File: config.mk
export PLATFORM = sky130hd
export DESIGN_NAME = decimal_digit_display_updater
export DESIGN_NICKNAME = d
export VERILOG_FILES = /design/src/hw/rtl/dddu_pkg.sv /design/src/hw/rtl/dddu_ctrl.sv /design/src/hw/rtl/dddu_datapath.sv /design/src/hw/rtl/decimal_digit_display_updater.sv
export SDC_FILE = /design/constraint.sdc
export NUM_CORES = 1
export LEC_CHECK = 0
export ABC_AREA = 1
export BUFFER_PORTS_ARGS = -buffer_cell sky130_fd_sc_hd__clkbuf_2
export CAP_MARGIN = 20
export CELL_PAD_IN_SITES_DETAIL_PLACEMENT = 1
export CELL_PAD_IN_SITES_GLOBAL_PLACEMENT = 1
export CORE_MARGIN = 2
export CORE_UTILIZATION = 36
export DETAILED_ROUTE_END_ITERATION = 6
export PLACE_DENSITY = 0.68
export SLEW_MARGIN = 20
export SYNTH_ARGS = -nofsm -noshare
export SYNTH_HDL_FRONTEND = slang
export SYNTH_SLANG_ARGS = --single-unit
File: constraint.sdc
create_clock -name clk -period 7.15 [get_ports clk]
set_input_delay 1.0725 -clock clk [delete_from_list [all_inputs] [get_ports clk]]
set_output_delay 1.0725 -clock clk [all_outputs]
set_load 0.005 [all_outputs]
File: src/hw/rtl/dddu_pkg.sv
// ----------------------------------------------------------------------------
// dddu_pkg
// Types and constants shared by the decimal digit display updater modules.
// ----------------------------------------------------------------------------
`default_nettype none

package dddu_pkg;

	localparam int MAX_DIGITS = 18;
	localparam int SCORE_W    = 60;
	localparam int PLACE_W    = 5;
	localparam int CODE_W     = 4;
	localparam int COUNT_W    = 5;
	localparam int DOT_W      = 8;
	localparam int BCD_W      = MAX_DIGITS * CODE_W;
	localparam int CFG_IDX_W  = 8;
	localparam int CFG_DATA_W = 8;

	// Two binary bits enter the BCD converter per cycle.
	localparam int CONV_STEPS = SCORE_W / 2;
	localparam int STEP_W     = $clog2(CONV_STEPS);

	localparam logic [SCORE_W-1:0] SCORE_SAT  = 60'd999999999999999999;
	localparam logic [CODE_W-1:0]  BLANK_CODE = 4'd10;
	localparam logic [DOT_W-1:0]   DOT_RESET  = 8'd254;

	localparam logic [CFG_IDX_W-1:0] REG_DIGIT_COUNT   = 8'd0;
	localparam logic [CFG_IDX_W-1:0] REG_BLANK_LEADING = 8'd1;
	localparam logic [CFG_IDX_W-1:0] REG_DOT_POSITION  = 8'd2;
	localparam logic [CFG_IDX_W-1:0] REG_ANIMATE_ALL   = 8'd3;

	typedef enum logic [1:0] {
		ST_IDLE,
		ST_CONVERT,
		ST_EMIT
	} state_t;

	typedef struct packed {
		logic accept;  // input transfer this cycle
		logic load;    // start a conversion of the accepted score
		logic shift;   // one converter step
		logic emit;    // produce the result for the current place
	} cmd_t;

	typedef struct packed {
		logic refresh;    // the presented item needs a display update
		logic out_free;   // output register can take a result this cycle
		logic emit_last;  // current place is the highest displayed one
	} sts_t;

endpackage

`default_nettype wire

File: src/hw/rtl/dddu_ctrl.sv
// ----------------------------------------------------------------------------
// dddu_ctrl
// Sequencer: accepts items, runs the BCD converter, then steps the places.
// ----------------------------------------------------------------------------
`default_nettype none

module dddu_ctrl (
	input  wire              clk,
	input  wire              arst_n,
	input  wire              in_valid,
	output logic             in_ready,
	input  wire dddu_pkg::sts_t sts,
	output dddu_pkg::cmd_t   cmd
);

	dddu_pkg::state_t state_q;
	dddu_pkg::state_t state_d;
	logic [dddu_pkg::STEP_W-1:0] step_q;
	logic conv_done;

	assign conv_done = (step_q == dddu_pkg::STEP_W'(dddu_pkg::CONV_STEPS - 1));

	always_ff @(posedge clk or negedge arst_n) begin
		if (!arst_n) begin
			state_q <= dddu_pkg::ST_IDLE;
			step_q  <= '0;
		end else begin
			state_q <= state_d;
			if (state_q == dddu_pkg::ST_CONVERT) begin
				step_q <= step_q + 1'b1;
			end else begin
				step_q <= '0;
			end
		end
	end

	always_comb begin
		state_d = state_q;
		unique case (state_q)
			dddu_pkg::ST_IDLE: begin
				if (in_valid && sts.refresh) begin
					state_d = dddu_pkg::ST_CONVERT;
				end
			end
			dddu_pkg::ST_CONVERT: begin
				if (conv_done) begin
					state_d = dddu_pkg::ST_EMIT;
				end
			end
			dddu_pkg::ST_EMIT: begin
				if (sts.out_free && sts.emit_last) begin
					state_d = dddu_pkg::ST_IDLE;
				end
			end
			default: state_d = dddu_pkg::ST_IDLE;
		endcase
	end

	always_comb begin
		in_ready   = 1'b0;
		cmd        = '0;
		unique case (state_q)
			dddu_pkg::ST_IDLE: begin
				in_ready   = 1'b1;
				cmd.accept = in_valid;
				cmd.load   = in_valid && sts.refresh;
			end
			dddu_pkg::ST_CONVERT: begin
				cmd.shift = 1'b1;
			end
			dddu_pkg::ST_EMIT: begin
				cmd.emit = sts.out_free;
			end
			default: begin
				in_ready = 1'b0;
			end
		endcase
	end

endmodule

`default_nettype wire

File: src/hw/rtl/dddu_datapath.sv
// ----------------------------------------------------------------------------
// dddu_datapath
// Configuration registers, change detection, shift-add-3 BCD converter,
// per-place glyph logic, shown-code store and the output register.
// ----------------------------------------------------------------------------
`default_nettype none

module dddu_datapath (
	input  wire                                 clk,
	input  wire                                 arst_n,
	input  wire                                 cfg_valid,
	input  wire [dddu_pkg::CFG_IDX_W-1:0]       cfg_index,
	input  wire [dddu_pkg::CFG_DATA_W-1:0]      cfg_data,
	input  wire [dddu_pkg::SCORE_W-1:0]         score_value,
	input  wire dddu_pkg::cmd_t                 cmd,
	output dddu_pkg::sts_t                      sts,
	input  wire                                 out_ready,
	output logic                                out_valid,
	output logic [dddu_pkg::PLACE_W-1:0]        digit_place,
	output logic [dddu_pkg::CODE_W-1:0]         digit_code,
	output logic                                digit_changed,
	output logic [dddu_pkg::CODE_W-1:0]         old_code,
	output logic                                old_valid,
	output logic                                comma_visible,
	output logic                                last_digit
);

	// One shift-add-3 step: correct every digit, then shift in one binary bit.
	function automatic logic [dddu_pkg::BCD_W-1:0] dabble(
		input logic [dddu_pkg::BCD_W-1:0] bcd,
		input logic                       bit_in
	);
		logic [dddu_pkg::BCD_W-1:0] adj;
		adj = bcd;
		for (int i = 0; i < dddu_pkg::MAX_DIGITS; i++) begin
			if (adj[i*dddu_pkg::CODE_W +: dddu_pkg::CODE_W] >= 4'd5) begin
				adj[i*dddu_pkg::CODE_W +: dddu_pkg::CODE_W] =
					adj[i*dddu_pkg::CODE_W +: dddu_pkg::CODE_W] + 4'd3;
			end
		end
		return {adj[dddu_pkg::BCD_W-2:0], bit_in};
	endfunction

	// Configuration
	logic [dddu_pkg::COUNT_W-1:0] digit_count_q;
	logic                         blank_leading_q;
	logic [dddu_pkg::DOT_W-1:0]   dot_position_q;
	logic                         animate_all_q;

	// Item state
	logic [dddu_pkg::SCORE_W-1:0] stored_score_q;
	logic                         pending_q;
	logic [dddu_pkg::DOT_W-1:0]   applied_dot_q;

	// Converter
	logic [dddu_pkg::SCORE_W-1:0] bin_q;
	logic [dddu_pkg::BCD_W-1:0]   bcd_q;
	logic [dddu_pkg::CODE_W-1:0]  digit_arr [dddu_pkg::MAX_DIGITS];

	// Place stepping and shown codes
	logic [dddu_pkg::PLACE_W-1:0] place_q;
	logic [1:0]                   mod3_q;
	logic                         shown_valid_q [dddu_pkg::MAX_DIGITS];
	logic [dddu_pkg::CODE_W-1:0]  shown_code_q [dddu_pkg::MAX_DIGITS];

	logic                         out_valid_q;

	logic [dddu_pkg::COUNT_W-1:0] count;
	logic [dddu_pkg::MAX_DIGITS-1:0] upper_nz;
	logic                         any_upper;
	logic                         dot_ok;
	logic [dddu_pkg::DOT_W:0]     dot_sum;
	logic                         near_dot;
	logic                         is_blank;
	logic [dddu_pkg::CODE_W-1:0]  cur_digit;
	logic [dddu_pkg::CODE_W-1:0]  new_code;
	logic                         prev_valid;
	logic [dddu_pkg::CODE_W-1:0]  prev_code;
	logic                         comma_place;
	logic                         place_last;

	always_ff @(posedge clk or negedge arst_n) begin
		if (!arst_n) begin
			digit_count_q   <= dddu_pkg::COUNT_W'(1);
			blank_leading_q <= 1'b0;
			dot_position_q  <= '0;
			animate_all_q   <= 1'b0;
		end else if (cfg_valid) begin
			unique case (cfg_index)
				dddu_pkg::REG_DIGIT_COUNT:   digit_count_q   <= cfg_data[dddu_pkg::COUNT_W-1:0];
				dddu_pkg::REG_BLANK_LEADING: blank_leading_q <= cfg_data[0];
				dddu_pkg::REG_DOT_POSITION:  dot_position_q  <= cfg_data[dddu_pkg::DOT_W-1:0];
				dddu_pkg::REG_ANIMATE_ALL:   animate_all_q   <= cfg_data[0];
				default: ;
			endcase
		end
	end

	assign sts.refresh = pending_q || (score_value != stored_score_q)
		|| (dot_position_q != applied_dot_q);

	always_ff @(posedge clk or negedge arst_n) begin
		if (!arst_n) begin
			stored_score_q <= '0;
			pending_q      <= 1'b1;
			applied_dot_q  <= dddu_pkg::DOT_RESET;
		end else if (cmd.accept) begin
			// Any refresh owed is started by this very transfer.
			stored_score_q <= score_value;
			applied_dot_q  <= dot_position_q;
			pending_q      <= 1'b0;
		end
	end

	always_ff @(posedge clk) begin
		if (cmd.load) begin
			bin_q <= (score_value > dddu_pkg::SCORE_SAT) ? dddu_pkg::SCORE_SAT : score_value;
			bcd_q <= '0;
		end else if (cmd.shift) begin
			bin_q <= {bin_q[dddu_pkg::SCORE_W-3:0], 2'b00};
			bcd_q <= dabble(dabble(bcd_q, bin_q[dddu_pkg::SCORE_W-1]),
				bin_q[dddu_pkg::SCORE_W-2]);
		end
	end

	for (genvar g = 0; g < dddu_pkg::MAX_DIGITS; g++) begin : g_digits
		assign digit_arr[g] = bcd_q[g*dddu_pkg::CODE_W +: dddu_pkg::CODE_W];
	end

	always_comb begin
		if (digit_count_q == '0) begin
			count = dddu_pkg::COUNT_W'(1);
		end else if (digit_count_q > dddu_pkg::COUNT_W'(dddu_pkg::MAX_DIGITS)) begin
			count = dddu_pkg::COUNT_W'(dddu_pkg::MAX_DIGITS);
		end else begin
			count = digit_count_q;
		end
	end

	// A zero is a leading zero when no displayed digit at or above it is nonzero.
	always_comb begin
		for (int i = 0; i < dddu_pkg::MAX_DIGITS; i++) begin
			upper_nz[i] = (digit_arr[i] != '0)
				&& (dddu_pkg::PLACE_W'(i) >= place_q)
				&& (dddu_pkg::PLACE_W'(i) < count);
		end
	end

	assign any_upper = |upper_nz;
	assign dot_ok    = {1'b0, applied_dot_q} < {4'b0, count};
	assign dot_sum   = {4'b0, place_q} + {1'b0, applied_dot_q};
	assign near_dot  = dot_ok && (dot_sum <= {4'b0, count});

	assign cur_digit   = digit_arr[place_q];
	assign is_blank    = blank_leading_q && (place_q != '0) && !any_upper && !near_dot;
	assign new_code    = is_blank ? dddu_pkg::BLANK_CODE : cur_digit;
	assign prev_valid  = shown_valid_q[place_q];
	assign prev_code   = shown_code_q[place_q];
	assign comma_place = (place_q != '0) && (mod3_q == 2'd0);
	assign place_last  = (place_q == count - 1'b1);

	assign sts.emit_last = place_last;
	assign sts.out_free  = !out_valid_q || out_ready;

	always_ff @(posedge clk or negedge arst_n) begin
		if (!arst_n) begin
			place_q     <= '0;
			mod3_q      <= '0;
			out_valid_q <= 1'b0;
			for (int i = 0; i < dddu_pkg::MAX_DIGITS; i++) begin
				shown_valid_q[i] <= 1'b0;
			end
		end else begin
			if (cmd.load) begin
				place_q <= '0;
				mod3_q  <= '0;
			end else if (cmd.emit) begin
				place_q <= place_q + 1'b1;
				mod3_q  <= (mod3_q == 2'd2) ? 2'd0 : mod3_q + 1'b1;
				shown_valid_q[place_q] <= 1'b1;
			end
			if (cmd.emit) begin
				out_valid_q <= 1'b1;
			end else if (out_ready) begin
				out_valid_q <= 1'b0;
			end
		end
	end

	always_ff @(posedge clk) begin
		if (cmd.emit) begin
			shown_code_q[place_q] <= new_code;
			digit_place   <= place_q;
			digit_code    <= new_code;
			digit_changed <= !prev_valid || (prev_code != new_code) || animate_all_q;
			old_code      <= prev_valid ? prev_code : '0;
			old_valid     <= prev_valid;
			comma_visible <= comma_place && !is_blank;
			last_digit    <= place_last;
		end
	end

	assign out_valid = out_valid_q;

endmodule

`default_nettype wire

File: src/hw/rtl/decimal_digit_display_updater.sv
// ----------------------------------------------------------------------------
// decimal_digit_display_updater
// Score to decimal glyph updater with leading-zero blanking and commas.
// ----------------------------------------------------------------------------
// Each accepted score is compared with the one held and with the dot position
// last applied; if neither has changed (and no refresh is owed since reset) the
// transfer produces nothing. Otherwise the score, saturated to eighteen nines,
// goes through a shift-add-3 converter taking two bits per cycle, then one
// result per displayed place leaves, ones digit first, at one per cycle while
// the output is taken; the number of places is the digit count clamped to one
// through eighteen. The input is not ready again until the last place has
// entered the output register. Configuration writes are always accepted and
// must only be made while the block is idle.
`default_nettype none

module decimal_digit_display_updater (
	input  wire                                 clk,
	input  wire                                 arst_n,
	input  wire                                 cfg_valid,
	output logic                                cfg_ready,
	input  wire [dddu_pkg::CFG_IDX_W-1:0]       cfg_index,
	input  wire [dddu_pkg::CFG_DATA_W-1:0]      cfg_data,
	input  wire                                 in_valid,
	output logic                                in_ready,
	input  wire [dddu_pkg::SCORE_W-1:0]         score_value,
	output logic                                out_valid,
	input  wire                                 out_ready,
	output logic [dddu_pkg::PLACE_W-1:0]        digit_place,
	output logic [dddu_pkg::CODE_W-1:0]         digit_code,
	output logic                                digit_changed,
	output logic [dddu_pkg::CODE_W-1:0]         old_code,
	output logic                                old_valid,
	output logic                                comma_visible,
	output logic                                last_digit
);

	dddu_pkg::cmd_t cmd;
	dddu_pkg::sts_t sts;

	assign cfg_ready = 1'b1;

	dddu_ctrl u_ctrl (
		.clk      (clk),
		.arst_n   (arst_n),
		.in_valid (in_valid),
		.in_ready (in_ready),
		.sts      (sts),
		.cmd      (cmd)
	);

	dddu_datapath u_datapath (
		.clk           (clk),
		.arst_n        (arst_n),
		.cfg_valid     (cfg_valid),
		.cfg_index     (cfg_index),
		.cfg_data      (cfg_data),
		.score_value   (score_value),
		.cmd           (cmd),
		.sts           (sts),
		.out_ready     (out_ready),
		.out_valid     (out_valid),
		.digit_place   (digit_place),
		.digit_code    (digit_code),
		.digit_changed (digit_changed),
		.old_code      (old_code),
		.old_valid     (old_valid),
		.comma_visible (comma_visible),
		.last_digit    (last_digit)
	);

endmodule

`default_nettype wire

==> results of run 1 <==
worst max path at each step:
stage / startpoint / to / slack [ps] / cells after the start
floorplan: score_value[21] / u_datapath.bin_q[0]$_SDFFCE_PN0P_ / 3040 / 12
global placement: score_value[57] / u_datapath.bcd_q[64]$_SDFFE_PP0P_ / 2820 / 16
detailed placement: score_value[57] / u_datapath.bcd_q[24]$_SDFFE_PP0P_ / 2760 / 16
CTS: u_datapath.place_q[0]$_DFFE_PN0P_ / u_datapath.digit_changed$_DFFE_PP_ / 3210 / 17
global route: u_datapath.place_q[0]$_DFFE_PN0P_ / u_datapath.digit_changed$_DFFE_PP_ / 2780 / 17
finish: u_datapath.place_q[0]$_DFFE_PN0P_ / u_datapath.digit_changed$_DFFE_PP_ / 3240 / 17
cells by family after synthesis:
group	Yosys count	share of synthesized area, %
muxes	1	0.0571
xor gates and xnor gates	87	3.87
adders and majority gates	111	7.09
and+or+nand+nor	819	17.9
other	1	0.0190
DFF	338	44.9
AOI/OAI and AO/OA	605	17.7
buffers and inverters	412	8.49
per-stage QoR:
| stage | setup WS, ps | power (mW) | cell area, µm² |
|---|---|---|---|
| 2_1_floorplan | 3040 | 7.68 | 19700 |
| 3_3_place_gp | 2820 | 9.03 | 20800 |
| 3_5_place_dp | 2760 | 9.34 | 20800 |
| 4_1_cts | 3210 | 11.4 | 22000 |
| 5_1_grt | 2780 | 12.4 | 22000 |
| 6_report | 3240 | 11.3 | 22000 |
area by class of cell:
| cell class | instances | area (µm²) | share of cell area (%) |
|---|---|---|---|
| clock buffer | 54 | 1090 | 4.97 |
| clock inverter | 21 | 165 | 0.750 |
| inverter | 329 | 1240 | 5.63 |
| multi-input combinational | 1624 | 9190 | 41.7 |
| sequential | 338 | 8860 | 40.2 |
| tap | 696 | 871 | 3.95 |
| timing repair buffer | 113 | 607 | 2.75 |
cells in the final DEF, fill, tap and decap left out, types with 4 or more instances in the layout:
| cell | n |
|---|---|
| nand2_1 | 409 |
| inv_1 | 317 |
| o21ai_0 | 309 |
| nor2_1 | 190 |
| edfxtp_1 | 149 |
| nand3_1 | 113 |
| ha_1 | 110 |
| dfrtp_1 | 107 |
| a21oi_1 | 99 |
| clkbuf_2 | 98 |
| dfxtp_1 | 72 |
| xor2_1 | 61 |
| a31oi_1 | 42 |
| clkbuf_16 | 41 |
| o21a_1 | 37 |
| o211ai_1 | 29 |
| or2_2 | 28 |
| xnor2_1 | 26 |
| nand4_1 | 21 |
| a211oi_1 | 16 |
| o21ai_1 | 14 |
| o22ai_1 | 14 |
| buf_4 | 14 |
| nand2_2 | 12 |
| o2111ai_1 | 12 |
| clkbuf_1 | 11 |
| nor4_1 | 10 |
| nor3_1 | 10 |
| inv_2 | 9 |
| dfstp_2 | 9 |
| clkinv_2 | 8 |
| nor2_2 | 7 |
| o21bai_1 | 7 |
| a21boi_0 | 6 |
| clkinv_1 | 6 |
| nand2_4 | 5 |
| o2bb2ai_1 | 4 |
| clkinvlp_4 | 4 |
worst min-delay path, cell delays in order, from the launching register on:
cell     delay, ps
dfstp_2        360
inv_1           60
nor2_1          40
flip-flops by register name (all words and copies together) (netlist names), 4 cells and up:
signal	count
u_datapath.bcd_q	72
u_datapath.shown_code_q	72
u_datapath.bin_q	60
u_datapath.stored_score_q	60
u_datapath.shown_valid_q	18
u_datapath.applied_dot_q	8
u_datapath.dot_position_q	8
u_ctrl.step_q	5
u_datapath.digit_count_q	5
u_datapath.digit_place	5
u_datapath.place_q	5
u_datapath.digit_code	4
u_datapath.old_code	4
report_power, final:
| part | total [mW] | internal, mW | leakage, nW | switching (mW) |
|---|---|---|---|---|
| clock network | 2.01 | 1.15 | 0.607 | 0.860 |
| logic | 5.87 | 2.06 | 6.04 | 3.82 |
| registers | 3.46 | 3.00 | 3.45 | 0.461 |
| total | 11.3 | 6.21 | 10.1 | 5.14 |
routing by layer:
metal | share of wire (%) | vias to the layer above | track usage [%]
met4 | 2.3 | 0 | 5.76
met5 | 0 | - | 0
met1 | 45 | 8203 | 27.3
li1 | - | 8100 | -
met2 | 49 | 249 | 36.7
met3 | 3.8 | 71 | 3.30
==> flow_metrics.env, run 1 <==
export IMPL_wirelength_um=59100
export IMPL_die_w_um=238
export IMPL_grt_overflow=0
export IMPL_ir_drop_uv=160
export IMPL_ys_flop_type="edfxtp_1"
export IMPL_rsz0062_at_grt="false"
export IMPL_cp_num_buf_inv=0
export IMPL_h_tree_depth=2
export IMPL_antenna_left=0
export IMPL_antenna_found_initial=0
export IMPL_synth_warnings=0
export IMPL_synth_top_cell_area_share_pct=22.7
export IMPL_final_hold_viol_count=0
export IMPL_syn_cell_area_um2=19700
export IMPL_crit_path_max_incr_delay_ps=680
export IMPL_synth_area_per_cell_um2=8.30
export IMPL_worstSetupPathType="reg2reg"
export IMPL_drive_gt1_share_pct=10.6
export IMPL_r2r_setup_slack_ps=3240
export IMPL_first_iter_violations=938
export IMPL_yosysMostFrequentCell="nand2_1"
export IMPL_synth_edf_count=149
export IMPL_worst_hold_slack_ps=461
export IMPL_max_freq_ghz=0.256
export IMPL_hold_buffers=0
export IMPL_drtPass1Iterations=5
export IMPL_grt_pass1_wl_um=95800
export IMPL_tritoncts="built"
export IMPL_antennaDiodeCount=0
export IMPL_initial_utilization_pct=36.5
export IMPL_cp_slowest_cell="dfrtp_4"
export IMPL_core_um2=53900
export IMPL_cp_start_kind="flip-flop"
export IMPL_drcViolationCount=0
export IMPL_ys_types=58
export IMPL_relSlewSlack_pct=27.4
export IMPL_wire_per_inst_um=18.6
export IMPL_power_leakage_nw=10.1
export IMPL_numClockSinks=338
export IMPL_grt_start_max_net_pins=126
export IMPL_grt_pass1_vias=17500
export IMPL_tns_ps=0
export IMPL_min_from="u_datapath.pending_q$_DFFE_PN1P_"
export IMPL_yosys_top_cells_count="nand2_1, inv_1, o21ai_0"
export IMPL_std_cell_rows=85
export IMPL_cp_max_fo=44
export IMPL_postCtsSetupBuffers=0
export IMPL_postLayoutCoreUtil_pct=40.9
export IMPL_io_buffer_count=99
export IMPL_fin_cells=3175
export IMPL_hold_path_class="reg2reg"
export IMPL_status="completed"
export IMPL_track_usage_pct=21.1
export IMPL_synth_area_leaders="edfxtp_1, dfrtp_1, o21ai_0"
export IMPL_crit_path_cell_trace="ha_1, fa_1, a21oi_1, o21ai_0, xor2_1, ha_1, nor2_1, nor4_1, o21ai_0, nor2_1, nand2_1, nand3_4, nand2_2, nand2_1, nand2_1, nor2_1, nand3_1"
export IMPL_cts_repair_resized=0
export IMPL_final_net_count=2639
export IMPL_skew_ps=27.4
export IMPL_cp_arrival_ps=4210
export IMPL_vias_per_cell=5.24
export IMPL_whs_path_depth=2
export IMPL_dp_cells=3100
export IMPL_synth_top_area_cell="edfxtp_1"
export IMPL_cts_buffers=41
export IMPL_ys_seq_area_share_pct=44.9
export IMPL_min_to="u_datapath.pending_q$_DFFE_PN1P_"
export IMPL_cts_buffer_depth=3
export IMPL_cpLargestDelayFamily="simple AND/OR/NAND/NOR gates"
export IMPL_maxCapViolCount=0
export IMPL_maxSlewViolCount=0
export IMPL_power_density_nw_per_um2=515
export IMPL_worst_slew_pin_slew_ps=1090
export IMPL_synthCells=2374
export IMPL_r2r_end="u_datapath.digit_changed$_DFFE_PP_"
export IMPL_hpwl_um=42400
export IMPL_async_flop_share_pct=34.6
export IMPL_nFillCells=6429
export IMPL_fin_crit_ps=3910
export IMPL_clk_latency_ps=570
export IMPL_synth_fp_nets=2566
export IMPL_die_h_um=238
export IMPL_critPathRequiredTime_ps=7450
export IMPL_dieArea_um2=56600
export IMPL_r2r_start="u_datapath.place_q[0]$_DFFE_PN0P_"
export IMPL_cts_root_buf="clkbuf_16"
export IMPL_ys_ff_latch=338
export IMPL_area_delta_synth_final_pct=11.8
export IMPL_finalSetupViolCount=0
export IMPL_cts_reportedPaths_clkPinSlew_ps=60
export IMPL_via_count=16600
export IMPL_finalCritPeriodShare_pct=54.6
export IMPL_reg2regPathDepth=17
export IMPL_worstSetupEndpointType="flip-flop"
export IMPL_boundaryPins=101
export IMPL_routabilityCongestion=0.834
Note: power is estimated with default switching activity, not from simulation.
==> run 2: changes to the inputs <==
==> constraint.sdc (replaced) <==
create_clock -name clk -period 3.9 [get_ports clk]
set_input_delay 0.585 -clock clk [delete_from_list [all_inputs] [get_ports clk]]
set_output_delay 0.585 -clock clk [all_outputs]
set_load 0.005 [all_outputs]
==> flow_metrics.env, run 2 (synthesized netlist as in run 1, its figures left out) <==
export IMPL_status="completed"
export IMPL_area_delta_synth_final_pct=12.7
export IMPL_rsz0062_at_grt="false"
export IMPL_cts_buffer_depth=3
export IMPL_cp_arrival_ps=3860
export IMPL_crit_path_max_incr_delay_ps=490
export IMPL_seq_area_um2=8860
export IMPL_grt_pass1_vias=17700
export IMPL_fin_ws_ps=347
export IMPL_die_h_um=238
export IMPL_antennaDiodeCount=0
export IMPL_tritoncts="built"
export IMPL_initial_utilization_pct=36.5
export IMPL_finalCritPeriodShare_pct=91.1
export IMPL_p_sw_mw=9.34
export IMPL_max_freq_ghz=0.281
export IMPL_worst_slew_pin_slew_ps=926
export IMPL_fin_crit_ps=3550
export IMPL_postCtsSetupBuffers=0
export IMPL_track_usage_pct=20.9
export IMPL_wire_per_inst_um=18.4
export IMPL_p_int_mw=11.6
export IMPL_cp_num_buf_inv=0
export IMPL_relSlewSlack_pct=38.2
export IMPL_finalSetupViolCount=0
export IMPL_hold_path_class="in2async"
export IMPL_clock_power_share_pct=18.1
export IMPL_mostFrequentLayoutCells="nand2_1, inv_1, o21ai_0, nor2_1, edfxtp_1"
export IMPL_drtPass1Iterations=5
export IMPL_first_iter_violations=976
export IMPL_hold_buffers=0
export IMPL_core_um2=53900
export IMPL_via_count=16700
export IMPL_final_net_count=2651
export IMPL_cts_reportedPaths_clkPinSlew_ps=60
export IMPL_antenna_left=0
export IMPL_numClockSinks=338
export IMPL_std_cell_rows=85
export IMPL_crit_path_cell_trace="ha_1, fa_1, a21oi_1, o21ai_0, xor2_1, ha_1, nor2_1, nor4_1, o21ai_0, nor2_1, nand2_1, nand3_4, nand2_2, nand2_1, nand2_1, nor2_1, nand3_1"
export IMPL_power_frac_comb_pct=52.0
export IMPL_cts_buffers=41
export IMPL_cp_start_kind="flip-flop"
export IMPL_dieArea_um2=56600
export IMPL_cts_repair_resized=0
export IMPL_cpLargestDelayFamily="simple AND/OR/NAND/NOR gates"
export IMPL_final_hold_viol_count=0
export IMPL_multi_input_comb_area_um2=9190
export IMPL_cp_max_fo=20
export IMPL_die_w_um=238
export IMPL_routabilityCongestion=0.817
export IMPL_cp_slowest_cell="dfrtp_4"
export IMPL_h_tree_depth=2
export IMPL_tns_ps=0
export IMPL_power_density_nw_per_um2=941
export IMPL_grt_start_max_net_pins=126
export IMPL_power_leakage_nw=10.2
export IMPL_worst_hold_slack_ps=100
export IMPL_grt_overflow=0
export IMPL_p_sw_share_pct=44.7
export IMPL_grt_pass1_wl_um=94600
export IMPL_place_ws_ps=371
export IMPL_nFillCells=6382
export IMPL_seqPwrFrac_pct=30.0
export IMPL_antenna_found_initial=0
export IMPL_drcViolationCount=0
export IMPL_vias_per_cell=5.25
export IMPL_top_regs="u_datapath.bcd_q (72), u_datapath.shown_code_q (72)"
export IMPL_hpwl_um=42700
export IMPL_final_common_cell="nand2_1"
export IMPL_drive_gt1_share_pct=10.9
export IMPL_wirelength_um=58800
export IMPL_critPathRequiredTime_ps=4200
export IMPL_ir_drop_uv=346
export IMPL_io_buffer_count=99
export IMPL_maxCapViolCount=0
export IMPL_skew_ps=19.3
export IMPL_maxSlewViolCount=0
export IMPL_boundaryPins=101
export IMPL_worstSetupEndpointType="flip-flop"
export IMPL_cts_root_buf="clkbuf_16"
export IMPL_clk_latency_ps=570
export IMPL_worstSetupPathType="reg2reg"
## run 2: cell count changes in the layout (fill, tap and decap cells not counted), sizes merged
cell      change
buf          +12
bufinv        +2
clkbuf        -3
clkinv        +5
clkinvlp      -4
## run 2: path summary, 6_finish.rpt
kind | from | slack, ps | cells past startpoint | to
max | u_datapath.place_q[0]$_DFFE_PN0P_ | 350 | 17 | u_datapath.digit_changed$_DFFE_PP_
min | arst_n | 100 | 1 | u_datapath.stored_score_q[55]$_DFFE_PN0P_
max reg2reg | u_datapath.place_q[0]$_DFFE_PN0P_ | 350 | 17 | u_datapath.digit_changed$_DFFE_PP_
min reg2reg | u_datapath.shown_valid_q[3]$_DFFE_PN0P_ | 460 | 1 | u_datapath.shown_valid_q[3]$_DFFE_PN0P_
max in group asynchronous | arst_n | 2940 | 2 | u_datapath.stored_score_q[39]$_DFFE_PN0P_
min in group clk | cfg_data[0] | 280 | 3 | u_datapath.digit_count_q[0]$_DFFE_PN1P_
## run 2: area by class of cell
type,instances,share of cell area (%)
Clock buffer,51,4.83
Clock inverter,24,0.963
Inverter,329,5.59
Multi-Input combinational cell,1624,41.4
Sequential cell,338,39.9
Tap cell,696,3.92
Timing Repair Buffer,125,3.42
## run 2: power by group through the flow
stage               combinational, mW  clock [mW]  sequential (mW)
floorplan                        8.00           0             6.07
global placement                 10.2           0             6.27
detailed placement               10.9           0             6.32
CTS                              10.9        3.86             6.27
global route                     12.5        3.98             6.42
finish                           10.9        3.77             6.27
## run 2: metrics by stage
step | total power, mW | instances | instance area, µm² | util [%]
2_1_floorplan | 14.1 | 2374 | 19700 | -
3_3_place_gp | 16.5 | 3112 | 20900 | 38.8
3_5_place_dp | 17.2 | 3112 | 20900 | 38.8
4_1_cts | 21.1 | 3187 | 22200 | 41.2
5_1_grt | 22.9 | 3187 | 22200 | 41.2
6_report | 20.9 | 3187 | 22200 | 41.2
## run 2: per-layer routing
metal / track usage (%) / wire length, µm / part of all wire [%]
met1: 26.6 / 26400 / 45
met5: 0 / 0 / 0
met4: 7.81 / 2060 / 3.5
met2: 35.5 / 27800 / 47
met3: 3.81 / 2510 / 4.3
